==> src/pbl_pkg.sv <==
// types and constants of the page buffer frame table
package pbl_pkg;

  // default frame count and field widths
  localparam int unsigned FRAMES_DEF = 8;
  localparam int unsigned PAGE_W     = 16;
  localparam int unsigned STAMP_W    = 32;
  localparam int unsigned USERS_W    = 8;
  localparam int unsigned CFG_W      = 4;
  localparam int unsigned OUT_IDX_W  = 3;
  // index and count widths cover the largest supported frame count (64)
  localparam int unsigned IDX_W      = 6;
  localparam int unsigned CNT_W      = 7;

  localparam logic [CFG_W-1:0]   CFG_RESET = CFG_W'(8);
  localparam logic [USERS_W-1:0] USERS_MAX = '1;

  typedef enum logic [1:0] {
    REQ_ACCESS  = 2'd0,
    REQ_RELEASE = 2'd1,
    REQ_PIN     = 2'd2,
    REQ_UNPIN   = 2'd3
  } req_e;

  typedef enum logic [2:0] {
    ST_DONE     = 3'd0,
    ST_FREE     = 3'd1,
    ST_VICTIM   = 3'd2,
    ST_NOVICTIM = 3'd3,
    ST_ABSENT   = 3'd4
  } status_e;

  // frame update issued to one cell after the search
  typedef enum logic [2:0] {
    OP_NONE  = 3'd0,
    OP_HIT   = 3'd1,
    OP_FILL  = 3'd2,
    OP_REL   = 3'd3,
    OP_PIN   = 3'd4,
    OP_UNPIN = 3'd5
  } op_e;

  // search packet that walks the cell chain
  typedef struct packed {
    logic               valid;
    logic [PAGE_W-1:0]  page;
    logic               hit;
    logic [IDX_W-1:0]   hit_idx;
    logic               hit_wm;
    logic               hit_dirty;
    logic               free;
    logic [IDX_W-1:0]   free_idx;
    logic               vu;
    logic [IDX_W-1:0]   vu_idx;
    logic [STAMP_W-1:0] vu_stamp;
    logic               vu_dirty;
    logic [PAGE_W-1:0]  vu_page;
    logic               va;
    logic [IDX_W-1:0]   va_idx;
    logic [STAMP_W-1:0] va_stamp;
    logic               va_dirty;
    logic [PAGE_W-1:0]  va_page;
  } pkt_t;

  typedef struct packed {
    logic               valid;
    op_e                op;
    logic [IDX_W-1:0]   idx;
    logic [PAGE_W-1:0]  page;
    logic               wm;
    logic               pin;
    logic [STAMP_W-1:0] stamp;
  } cmd_t;

endpackage

==> src/pbl_if.sv <==
// request and response channel interfaces

interface pbl_req_if;
  logic                      valid;
  logic                      ready;
  logic [1:0]                req_type;
  logic [pbl_pkg::PAGE_W-1:0] page_id;
  logic                      write_mode;
  logic                      pin_request;

  modport source (output valid, req_type, page_id, write_mode, pin_request, input ready);
  modport sink   (input valid, req_type, page_id, write_mode, pin_request, output ready);
endinterface

interface pbl_rsp_if;
  logic                          valid;
  logic                          ready;
  logic [2:0]                    status;
  logic [pbl_pkg::OUT_IDX_W-1:0] frame_index;
  logic                          write_back_valid;
  logic [pbl_pkg::PAGE_W-1:0]    write_back_page;
  logic                          load_valid;

  modport source (output valid, status, frame_index, write_back_valid, write_back_page,
                  load_valid, input ready);
  modport sink   (input valid, status, frame_index, write_back_valid, write_back_page,
                  load_valid, output ready);
endinterface

==> src/pbl_cell.sv <==
// one frame of the table: holds the frame state and refines the search packet
module pbl_cell #(
  parameter int unsigned IDX = 0
) (
  input  logic                        clk_i,
  input  logic                        rst_ni,
  input  logic [pbl_pkg::CNT_W-1:0]   n_i,
  input  pbl_pkg::pkt_t               pkt_i,
  output pbl_pkg::pkt_t               pkt_o,
  input  pbl_pkg::cmd_t               cmd_i
);

  localparam logic [pbl_pkg::IDX_W-1:0] MY_IDX = pbl_pkg::IDX_W'(IDX);
  localparam logic [pbl_pkg::CNT_W-1:0] MY_POS = pbl_pkg::CNT_W'(IDX);

  logic                          valid_q, valid_d;
  logic [pbl_pkg::PAGE_W-1:0]    page_q, page_d;
  logic                          wm_q, wm_d;
  logic                          dirty_q, dirty_d;
  logic [pbl_pkg::USERS_W-1:0]   users_q, users_d;
  logic                          pinned_q, pinned_d;
  logic [pbl_pkg::STAMP_W-1:0]   last_q, last_d;
  pbl_pkg::pkt_t                 pkt_q, pkt_d;
  logic                          active;
  logic                          sel;

  assign active = (MY_POS < n_i);
  assign sel    = cmd_i.valid && (cmd_i.idx == MY_IDX);

  // search: first hit, first free frame, oldest zero-user frames
  always_comb begin
    pkt_d = pkt_i;
    if (pkt_i.valid && active) begin
      if (valid_q && (page_q == pkt_i.page) && !pkt_i.hit) begin
        pkt_d.hit       = 1'b1;
        pkt_d.hit_idx   = MY_IDX;
        pkt_d.hit_wm    = wm_q;
        pkt_d.hit_dirty = dirty_q;
      end
      if (!valid_q && !pkt_i.free) begin
        pkt_d.free     = 1'b1;
        pkt_d.free_idx = MY_IDX;
      end
      if (users_q == '0) begin
        if (!pinned_q && (!pkt_i.vu || (last_q < pkt_i.vu_stamp))) begin
          pkt_d.vu       = 1'b1;
          pkt_d.vu_idx   = MY_IDX;
          pkt_d.vu_stamp = last_q;
          pkt_d.vu_dirty = dirty_q;
          pkt_d.vu_page  = page_q;
        end
        if (!pkt_i.va || (last_q < pkt_i.va_stamp)) begin
          pkt_d.va       = 1'b1;
          pkt_d.va_idx   = MY_IDX;
          pkt_d.va_stamp = last_q;
          pkt_d.va_dirty = dirty_q;
          pkt_d.va_page  = page_q;
        end
      end
    end
  end

  // frame update from the controller
  always_comb begin
    valid_d  = valid_q;
    page_d   = page_q;
    wm_d     = wm_q;
    dirty_d  = dirty_q;
    users_d  = users_q;
    pinned_d = pinned_q;
    last_d   = last_q;
    if (sel) begin
      case (cmd_i.op)
        pbl_pkg::OP_HIT: begin
          if (!wm_q && (users_q != pbl_pkg::USERS_MAX)) begin
            users_d = users_q + 1'b1;
          end
          last_d  = cmd_i.stamp;
          wm_d    = cmd_i.wm;
          dirty_d = cmd_i.wm;
          if (cmd_i.pin) begin
            pinned_d = 1'b1;
          end
        end
        pbl_pkg::OP_FILL: begin
          valid_d  = 1'b1;
          page_d   = cmd_i.page;
          wm_d     = cmd_i.wm;
          dirty_d  = cmd_i.wm;
          users_d  = pbl_pkg::USERS_W'(1);
          pinned_d = cmd_i.pin;
          last_d   = cmd_i.stamp;
        end
        pbl_pkg::OP_REL: begin
          if (wm_q || dirty_q) begin
            dirty_d = 1'b0;
          end
          if (pinned_q && (users_q == pbl_pkg::USERS_W'(1))) begin
            pinned_d = 1'b0;
          end
          if (users_q != '0) begin
            users_d = users_q - 1'b1;
          end
        end
        pbl_pkg::OP_PIN: begin
          pinned_d = 1'b1;
        end
        pbl_pkg::OP_UNPIN: begin
          pinned_d = 1'b0;
        end
        default: begin
        end
      endcase
    end
  end

  // frame state and packet stage
  always_ff @(posedge clk_i or negedge rst_ni) begin
    if (!rst_ni) begin
      valid_q  <= 1'b0;
      page_q   <= '0;
      wm_q     <= 1'b0;
      dirty_q  <= 1'b0;
      users_q  <= '0;
      pinned_q <= 1'b0;
      last_q   <= '0;
      pkt_q    <= '0;
    end else begin
      valid_q  <= valid_d;
      page_q   <= page_d;
      wm_q     <= wm_d;
      dirty_q  <= dirty_d;
      users_q  <= users_d;
      pinned_q <= pinned_d;
      last_q   <= last_d;
      pkt_q    <= pkt_d;
    end
  end

  assign pkt_o = pkt_q;

endmodule

==> src/pbl_ctrl.sv <==
// request sequencing, final decision, access clock and result register
module pbl_ctrl #(
  parameter int unsigned FRAMES = pbl_pkg::FRAMES_DEF
) (
  input  logic                        clk_i,
  input  logic                        rst_ni,
  pbl_req_if.sink                     req_i,
  pbl_rsp_if.source                   rsp_o,
  input  logic                        cfg_we_i,
  input  logic [pbl_pkg::CFG_W-1:0]   cfg_wdata_i,
  output logic [pbl_pkg::CNT_W-1:0]   n_o,
  output pbl_pkg::pkt_t               launch_o,
  input  pbl_pkg::pkt_t               fin_i,
  output pbl_pkg::cmd_t               cmd_o
);

  typedef enum logic [1:0] {
    S_IDLE,
    S_SEARCH,
    S_DECIDE
  } state_e;

  localparam logic [pbl_pkg::CNT_W-1:0] N_MAX = pbl_pkg::CNT_W'(FRAMES);

  state_e                       state_q;
  logic [pbl_pkg::CFG_W-1:0]    cfg_q;
  pbl_pkg::req_e                req_q;
  logic                         wm_q;
  logic                         pin_q;
  logic [pbl_pkg::STAMP_W-1:0]  clock_q;
  pbl_pkg::pkt_t                launch_q, launch_d;
  pbl_pkg::pkt_t                fin_q;
  pbl_pkg::cmd_t                cmd_q;
  logic                         rsp_valid_q;
  pbl_pkg::status_e             status_q;
  logic [pbl_pkg::IDX_W-1:0]    idx_q;
  logic                         wbv_q;
  logic [pbl_pkg::PAGE_W-1:0]   wbp_q;
  logic                         ldv_q;

  logic [pbl_pkg::CNT_W-1:0]    cfg_ext;
  logic                         req_fire;
  logic                         rsp_fire;
  logic                         go;
  logic [pbl_pkg::STAMP_W-1:0]  clock_nx;
  pbl_pkg::status_e             dec_status;
  logic [pbl_pkg::IDX_W-1:0]    dec_idx;
  logic                         dec_wbv;
  logic [pbl_pkg::PAGE_W-1:0]   dec_wbp;
  logic                         dec_ldv;
  pbl_pkg::cmd_t                dec_cmd;

  // clamp of the active frame count
  assign cfg_ext = pbl_pkg::CNT_W'(cfg_q);
  always_comb begin
    if (cfg_ext == '0) begin
      n_o = pbl_pkg::CNT_W'(1);
    end else if (cfg_ext > N_MAX) begin
      n_o = N_MAX;
    end else begin
      n_o = cfg_ext;
    end
  end

  assign req_i.ready = (state_q == S_IDLE);
  assign req_fire    = req_i.valid && req_i.ready;
  assign rsp_fire    = rsp_valid_q && rsp_o.ready;
  assign go          = (state_q == S_DECIDE) && (!rsp_valid_q || rsp_o.ready);
  assign clock_nx    = clock_q + 1'b1;

  // launch packet of an accepted request
  always_comb begin
    launch_d       = '0;
    launch_d.valid = req_fire;
    launch_d.page  = req_i.page_id;
  end

  // decision from the finished search packet
  always_comb begin
    dec_status    = pbl_pkg::ST_DONE;
    dec_idx       = '0;
    dec_wbv       = 1'b0;
    dec_wbp       = '0;
    dec_ldv       = 1'b0;
    dec_cmd       = '0;
    dec_cmd.op    = pbl_pkg::OP_NONE;
    dec_cmd.page  = fin_q.page;
    dec_cmd.wm    = wm_q;
    dec_cmd.pin   = pin_q;
    dec_cmd.stamp = clock_nx;
    if (req_q == pbl_pkg::REQ_ACCESS) begin
      if (fin_q.hit) begin
        dec_idx       = fin_q.hit_idx;
        dec_wbv       = fin_q.hit_wm;
        dec_wbp       = fin_q.hit_wm ? fin_q.page : '0;
        dec_ldv       = fin_q.hit_wm;
        dec_cmd.valid = 1'b1;
        dec_cmd.op    = pbl_pkg::OP_HIT;
        dec_cmd.idx   = fin_q.hit_idx;
      end else if (fin_q.free) begin
        dec_status    = pbl_pkg::ST_FREE;
        dec_idx       = fin_q.free_idx;
        dec_ldv       = 1'b1;
        dec_cmd.valid = 1'b1;
        dec_cmd.op    = pbl_pkg::OP_FILL;
        dec_cmd.idx   = fin_q.free_idx;
      end else if (fin_q.vu) begin
        dec_status    = pbl_pkg::ST_VICTIM;
        dec_idx       = fin_q.vu_idx;
        dec_wbv       = fin_q.vu_dirty;
        dec_wbp       = fin_q.vu_dirty ? fin_q.vu_page : '0;
        dec_ldv       = 1'b1;
        dec_cmd.valid = 1'b1;
        dec_cmd.op    = pbl_pkg::OP_FILL;
        dec_cmd.idx   = fin_q.vu_idx;
      end else if (fin_q.va) begin
        dec_status    = pbl_pkg::ST_VICTIM;
        dec_idx       = fin_q.va_idx;
        dec_wbv       = fin_q.va_dirty;
        dec_wbp       = fin_q.va_dirty ? fin_q.va_page : '0;
        dec_ldv       = 1'b1;
        dec_cmd.valid = 1'b1;
        dec_cmd.op    = pbl_pkg::OP_FILL;
        dec_cmd.idx   = fin_q.va_idx;
      end else begin
        dec_status = pbl_pkg::ST_NOVICTIM;
      end
    end else if (!fin_q.hit) begin
      dec_status = pbl_pkg::ST_ABSENT;
    end else begin
      dec_idx       = fin_q.hit_idx;
      dec_cmd.valid = 1'b1;
      dec_cmd.idx   = fin_q.hit_idx;
      case (req_q)
        pbl_pkg::REQ_RELEASE: begin
          dec_wbv    = fin_q.hit_wm || fin_q.hit_dirty;
          dec_wbp    = dec_wbv ? fin_q.page : '0;
          dec_cmd.op = pbl_pkg::OP_REL;
        end
        pbl_pkg::REQ_PIN: begin
          dec_cmd.op = pbl_pkg::OP_PIN;
        end
        pbl_pkg::REQ_UNPIN: begin
          dec_cmd.op = pbl_pkg::OP_UNPIN;
        end
        default: begin
          dec_cmd.valid = 1'b0;
        end
      endcase
    end
  end

  // sequencer, clock, command and result registers
  always_ff @(posedge clk_i or negedge rst_ni) begin
    if (!rst_ni) begin
      state_q     <= S_IDLE;
      cfg_q       <= pbl_pkg::CFG_RESET;
      clock_q     <= '0;
      launch_q    <= '0;
      cmd_q       <= '0;
      rsp_valid_q <= 1'b0;
    end else begin
      launch_q <= launch_d;
      if (go) begin
        cmd_q <= dec_cmd;
      end else begin
        cmd_q.valid <= 1'b0;
      end
      if (cfg_we_i) begin
        cfg_q <= cfg_wdata_i;
      end
      if (go) begin
        rsp_valid_q <= 1'b1;
      end else if (rsp_fire) begin
        rsp_valid_q <= 1'b0;
      end
      case (state_q)
        S_IDLE: begin
          if (req_fire) begin
            state_q <= S_SEARCH;
          end
        end
        S_SEARCH: begin
          if (fin_i.valid) begin
            state_q <= S_DECIDE;
          end
        end
        S_DECIDE: begin
          if (go) begin
            if (req_q == pbl_pkg::REQ_ACCESS) begin
              clock_q <= clock_nx;
            end
            state_q <= S_IDLE;
          end
        end
        default: begin
          state_q <= S_IDLE;
        end
      endcase
    end
  end

  // request fields, final packet and result payload
  always_ff @(posedge clk_i) begin
    if (req_fire) begin
      req_q <= pbl_pkg::req_e'(req_i.req_type);
      wm_q  <= req_i.write_mode;
      pin_q <= req_i.pin_request;
    end
    if ((state_q == S_SEARCH) && fin_i.valid) begin
      fin_q <= fin_i;
    end
    if (go) begin
      status_q <= dec_status;
      idx_q    <= dec_idx;
      wbv_q    <= dec_wbv;
      wbp_q    <= dec_wbp;
      ldv_q    <= dec_ldv;
    end
  end

  assign launch_o                = launch_q;
  assign cmd_o                   = cmd_q;
  assign rsp_o.valid             = rsp_valid_q;
  assign rsp_o.status            = status_q;
  assign rsp_o.frame_index       = idx_q[pbl_pkg::OUT_IDX_W-1:0];
  assign rsp_o.write_back_valid  = wbv_q;
  assign rsp_o.write_back_page   = wbp_q;
  assign rsp_o.load_valid        = ldv_q;

endmodule

==> src/page_buffer_lru_pin_manager.sv <==
// page buffer frame table: controller and a chain of frame cells
//
//   channel  dir  handshake       payload
//   req_i    in   valid / ready   req_type, page_id, write_mode, pin_request
//   rsp_o    out  valid / ready   status, frame_index, write_back_*, load_valid
//   cfg      in   cfg_we_i        cfg_wdata_i (active_frames)
//
// one request at a time; a search packet walks the cell chain one frame per cycle,
// so the result is registered once the packet has left the last frame and the decision is made,
// and the next request is taken once the controller is back in idle after the decision
// a new request is taken while the previous result still waits on rsp_o; the
// decision stalls only if that result has not gone out yet
// reset clears all frames to free, the access clock to zero and active_frames to 8
module page_buffer_lru_pin_manager #(
  parameter int unsigned FRAMES = pbl_pkg::FRAMES_DEF
) (
  input  logic                      clk_i,
  input  logic                      rst_ni,
  pbl_req_if.sink                   req_i,
  pbl_rsp_if.source                 rsp_o,
  input  logic                      cfg_we_i,
  input  logic [pbl_pkg::CFG_W-1:0] cfg_wdata_i
);

  logic [pbl_pkg::CNT_W-1:0] n;
  pbl_pkg::pkt_t             pkt [0:FRAMES];
  pbl_pkg::cmd_t             cmd;

  // sequencer and result register
  pbl_ctrl #(
    .FRAMES (FRAMES)
  ) u_ctrl (
    .clk_i       (clk_i),
    .rst_ni      (rst_ni),
    .req_i       (req_i),
    .rsp_o       (rsp_o),
    .cfg_we_i    (cfg_we_i),
    .cfg_wdata_i (cfg_wdata_i),
    .n_o         (n),
    .launch_o    (pkt[0]),
    .fin_i       (pkt[FRAMES]),
    .cmd_o       (cmd)
  );

  // frame chain
  for (genvar i = 0; i < FRAMES; i++) begin : g_frame
    pbl_cell #(
      .IDX (i)
    ) u_frame (
      .clk_i  (clk_i),
      .rst_ni (rst_ni),
      .n_i    (n),
      .pkt_i  (pkt[i]),
      .pkt_o  (pkt[i+1]),
      .cmd_i  (cmd)
    );
  end

endmodule

==> src/flat_wrapper.sv <==
// flat-port wrapper written by rule: the top's interface ports become plain ports
module page_buffer_lru_pin_manager_flat 
#(
  parameter int unsigned FRAMES = pbl_pkg::FRAMES_DEF
)
  (clk_i, rst_ni, cfg_we_i, cfg_wdata_i, req_i_valid, req_i_req_type, req_i_page_id, req_i_write_mode, req_i_pin_request, req_i_ready, rsp_o_valid, rsp_o_status, rsp_o_frame_index, rsp_o_write_back_valid, rsp_o_write_back_page, rsp_o_load_valid, rsp_o_ready);
  pbl_req_if req_i_i ();
  pbl_rsp_if rsp_o_i ();
  input  logic clk_i;
  input  logic rst_ni;
  input  logic cfg_we_i;
  input  logic [pbl_pkg::CFG_W-1:0] cfg_wdata_i;
  input wire logic [$bits(req_i_i.valid)-1:0] req_i_valid;
  input wire logic [$bits(req_i_i.req_type)-1:0] req_i_req_type;
  input wire logic [$bits(req_i_i.page_id)-1:0] req_i_page_id;
  input wire logic [$bits(req_i_i.write_mode)-1:0] req_i_write_mode;
  input wire logic [$bits(req_i_i.pin_request)-1:0] req_i_pin_request;
  output wire logic [$bits(req_i_i.ready)-1:0] req_i_ready;
  output wire logic [$bits(rsp_o_i.valid)-1:0] rsp_o_valid;
  output wire logic [$bits(rsp_o_i.status)-1:0] rsp_o_status;
  output wire logic [$bits(rsp_o_i.frame_index)-1:0] rsp_o_frame_index;
  output wire logic [$bits(rsp_o_i.write_back_valid)-1:0] rsp_o_write_back_valid;
  output wire logic [$bits(rsp_o_i.write_back_page)-1:0] rsp_o_write_back_page;
  output wire logic [$bits(rsp_o_i.load_valid)-1:0] rsp_o_load_valid;
  input wire logic [$bits(rsp_o_i.ready)-1:0] rsp_o_ready;
  assign req_i_i.valid = req_i_valid;
  assign req_i_i.req_type = req_i_req_type;
  assign req_i_i.page_id = req_i_page_id;
  assign req_i_i.write_mode = req_i_write_mode;
  assign req_i_i.pin_request = req_i_pin_request;
  assign req_i_ready = req_i_i.ready;
  assign rsp_o_valid = rsp_o_i.valid;
  assign rsp_o_status = rsp_o_i.status;
  assign rsp_o_frame_index = rsp_o_i.frame_index;
  assign rsp_o_write_back_valid = rsp_o_i.write_back_valid;
  assign rsp_o_write_back_page = rsp_o_i.write_back_page;
  assign rsp_o_load_valid = rsp_o_i.load_valid;
  assign rsp_o_i.ready = rsp_o_ready;
  page_buffer_lru_pin_manager #(.FRAMES(FRAMES)) u_core (.clk_i(clk_i), .rst_ni(rst_ni), .req_i(req_i_i), .rsp_o(rsp_o_i), .cfg_we_i(cfg_we_i), .cfg_wdata_i(cfg_wdata_i));
endmodule
==> config.mk <==
export PLATFORM = sky130hd
export DESIGN_NAME = page_buffer_lru_pin_manager_flat
export DESIGN_NICKNAME = d
export VERILOG_FILES = /design/src/pbl_pkg.sv /design/src/pbl_if.sv /design/src/pbl_cell.sv /design/src/pbl_ctrl.sv /design/src/page_buffer_lru_pin_manager.sv /design/src/flat_wrapper.sv
export SDC_FILE = /design/constraint.sdc
export NUM_CORES = 2
export LEC_CHECK = 0
export BUFFER_PORTS_ARGS = -buffer_cell sky130_fd_sc_hd__buf_2
export CAP_MARGIN = 10
export CORE_UTILIZATION = 25
export CTS_CLUSTER_DIAMETER = 100
export DETAILED_ROUTE_END_ITERATION = 10
export SYNTH_ARGS = -nofsm -noshare
export SYNTH_HDL_FRONTEND = slang
export SYNTH_HIERARCHICAL = 1
export SYNTH_SLANG_ARGS = --single-unit
==> constraint.sdc <==
create_clock -name clk_i -period 4.5 [get_ports clk_i]
set_input_delay 0.225 -clock clk_i [delete_from_list [all_inputs] [get_ports clk_i]]
set_output_delay 0.225 -clock clk_i [all_outputs]
set_load 0.02 [all_outputs]
==> flow_summary.yaml <==
routing:
  post_drt_wl_per_cell_um: 17.80
  routed-wl-met3_um: 7868
  met2WireLength_um: 96730
  viasPerCell: 4.492
  topRoutingLayerUsed: "met5"
  drtPass1Iterations: 6
  dr.first_iter.drc_count: 3695
  vias: 53510
  postRouteAntennaNets: 0
  postRouteWirelength_um: 212000
  route.detailed.drc: 0
  wl_met1_um: 100600
power:
  combPwrFrac_pct: 17.8
  powerDensity_mw_per_mm2: 457.0
  p_total_mw: 44.73
  ir_worst_vdd_v: 0.0003461
  sw_frac_of_total_pct: 29.33
  power_frac_seq_pct: 47.2
  clockPowerShare_pct: 35.0
  p_leak_nw: 44.61
  intPower_mw: 31.61
  power.switching_mw: 13.12
die:
  io_pins: 55
  std_cell_rows: 215
  die-height_um: 588.6
  floorplan.initialDensity_pct: 25.10
  die_x_um: 588.6
  dieArea_mm2: 0.3464
  core-area_mm2: 0.3427
grt:
  grt_pass1_wl_um: 333200
  overflow: 0
  grt_use_total_pct: 12.13
  grt_max_degree: 144
  antenna_found_initial: 11
  grt_pass1_vias: 55500
place:
  portBuffers: 54
  dp_hpwl_um: 155000
  place_congestion: 0.8461
  place_inst: 11530
sta:
  clock.fmax_mhz: 251.3
  layout_min_cycle_time_ns: 3.979
  tns_ns: 0
  hold_viol_final: 0
  fin_crit_sh_pct: 88.43
  tightest_slew_ns: 1.262
  rsz0062_at_grt: "false"
  slew_viol_final: 0
  setup_viol: 0
  slew_headroom_pct: 15.86
  clock_skew_ns: 0.08952
critical_path:
  rr_worst_depth: 9
  start_kind: "flip-flop"
  critPathBufInv: 2
  crit_top_cell: "buf_4"
  critical_path.endpoint_type: "flip-flop"
  crit_chain: "nor2b_1 > and3_1 > o21ai_0 > buf_4 > and2b_1 > nand2b_1 > a211oi_4 > buf_4 > mux2_2"
  critPathArrivalTime_ns: 4.65
  crit_type: "flip-flop to flip-flop"
  r2r_start: "u_core/u_ctrl/cfg_q[3]"
  critPathMaxStageDelay_ns: 0.83
  startpoint: "u_core/u_ctrl/cfg_q[3]"
  cpMaxStageDelayCell: "a211oi_4"
  r2r_slack_ns: 0.52
  required_ns: 5.17
  critical-path-top-delay-family: "simple AND/OR/NAND/NOR gates"
  path_max_fanout: 39
  r2r-end: "u_core/g_frame[6].u_frame/pkt_o[82]"
hold_path:
  hold_start: "req_i_page_id[3]"
  whs_endpoint: "u_core/u_ctrl/launch_o[131]"
  min_path_cells: 2
  min_path_type: "input pin to flip-flop"
clock_network:
  root_buffer: "clkbuf_16"
  clkSlewWorstSetupHoldPaths_ns: 0.06
  cts_hold_buffers: 43
  clkLatencyLatePin_ns: 0.86
  clock_path_buffers: 3
  cts-buffers-inserted: 180
  clock-sinks: 1800
  cts_tree: "built"
  ctsResizeCount: 0
  htree_levels: 4
  post_cts_buffers: 0
cells_and_area:
  final_cells: 11910
  drive_above_1_share_pct: 20.65
  utilization_pct: 28.56
  synthToLayoutAreaGrowth_pct: 13.81
  final_nets: 7762
yosys:
  synthCells: 7123
  avgSynthCellArea_um2: 12.08
  yosysWarnings: 6
  mappedNetlistArea_mm2: 0.08601
outcome:
  status: "finished, final reports clean"
flow_run:
  max_cap_viol_count: 0
==> cells in the final DEF (no fill, tap or decap), types with 37 or more instances in the layout <==
master	count
nand4_1	121
buf_2	53
mux2_2	822
and3_1	55
ha_1	529
nor2b_1	118
clkbuf_16	181
dlygate4sd3_1	42
nor2_1	205
nand2b_1	59
xor2_1	94
dfrtp_1	1688
a211oi_1	38
nor4_1	62
a311oi_1	37
mux2_1	122
a221oi_1	48
conb_1	131
inv_1	558
mux2_4	128
nor3b_1	54
nand2_1	376
o2111ai_1	51
a21oi_1	274
o31ai_1	39
nor3_1	68
edfxtp_1	108
xnor2_1	99
buf_4	77
o21ai_0	203
nand3_1	190
or2_2	52
and2_1	89
==> stage by stage <==
| step | worst slack (ns) | hold slack, ns | cell area (µm²) |
|---|---|---|---|
| after CTS | 0.5075 | 0.06603 | 97840 |
| after detailed placement | 0.5599 | 0.2415 | 91110 |
| after global placement | 0.5114 | 0.2310 | 91110 |
| final | 0.5208 | 0.1036 | 97890 |
| after floorplan | 0.1877 | -0.07059 | 86500 |
| after global routing | 0.3332 | 0.1042 | 97890 |
==> power by group through the flow <==
stage / combinational, mW / clock, mW / sequential [mW]
6_report: 7.96 / 15.6 / 21.1
2_1_floorplan: 5.96 / 0 / 20.2
3_5_place_dp: 7.84 / 0 / 21.4
4_1_cts: 7.98 / 16.1 / 21.1
3_3_place_gp: 7.65 / 0 / 21.3
5_1_grt: 8.87 / 16.7 / 21.4
==> layout make-up <==
cell class	instances	area [µm²]
fillers	34780	244800
flip-flops and latches	1800	45590
multi-input cells	4465	36440
well taps	4557	5702
clock buffers	245	5100
inverters	559	2098
repair buffers	198	1767
clock inverters	85	1186
diodes	2	5.005
==> metal layers <==
layer	vias up	global-route usage (%)
met5	-	0
li1	25080	-
met2	1112	19.41
met4	2	4.174
met1	26950	16.79
met3	365	1.601
==> state kept, by name (all words and copies together), names as in the netlist, 16 cells and up <==
register and cells:
u_core/g_frame.u_frame/page_q 128, u_core/u_ctrl/rsp_o.write_back_page 16, u_core/u_ctrl/clock_q 32, u_core/u_ctrl/fin_q 64, u_core/u_ctrl/cmd_o 60, u_core/g_frame.u_frame/last_q 256, u_core/u_ctrl/dec_cmd 16, u_core/g_frame.u_frame/users_q 64
u_core/g_frame.u_frame/pkt_o 1096, u_core/u_ctrl/launch_o 17
==> how the worst max path moves through the flow <==
stage / to / depth (start not counted)
after detailed placement: u_core/g_frame[6].u_frame/pkt_o[69] / 9
after global routing: u_core/g_frame[6].u_frame/pkt_o[82] / 9
after global placement: u_core/g_frame[6].u_frame/pkt_o[62] / 11
final: u_core/g_frame[6].u_frame/pkt_o[82] / 9
after floorplan: u_core/u_ctrl/dec_cmd[34] / 2
after CTS: u_core/g_frame[6].u_frame/pkt_o[82] / 9
(Power assumes the default switching activity.)
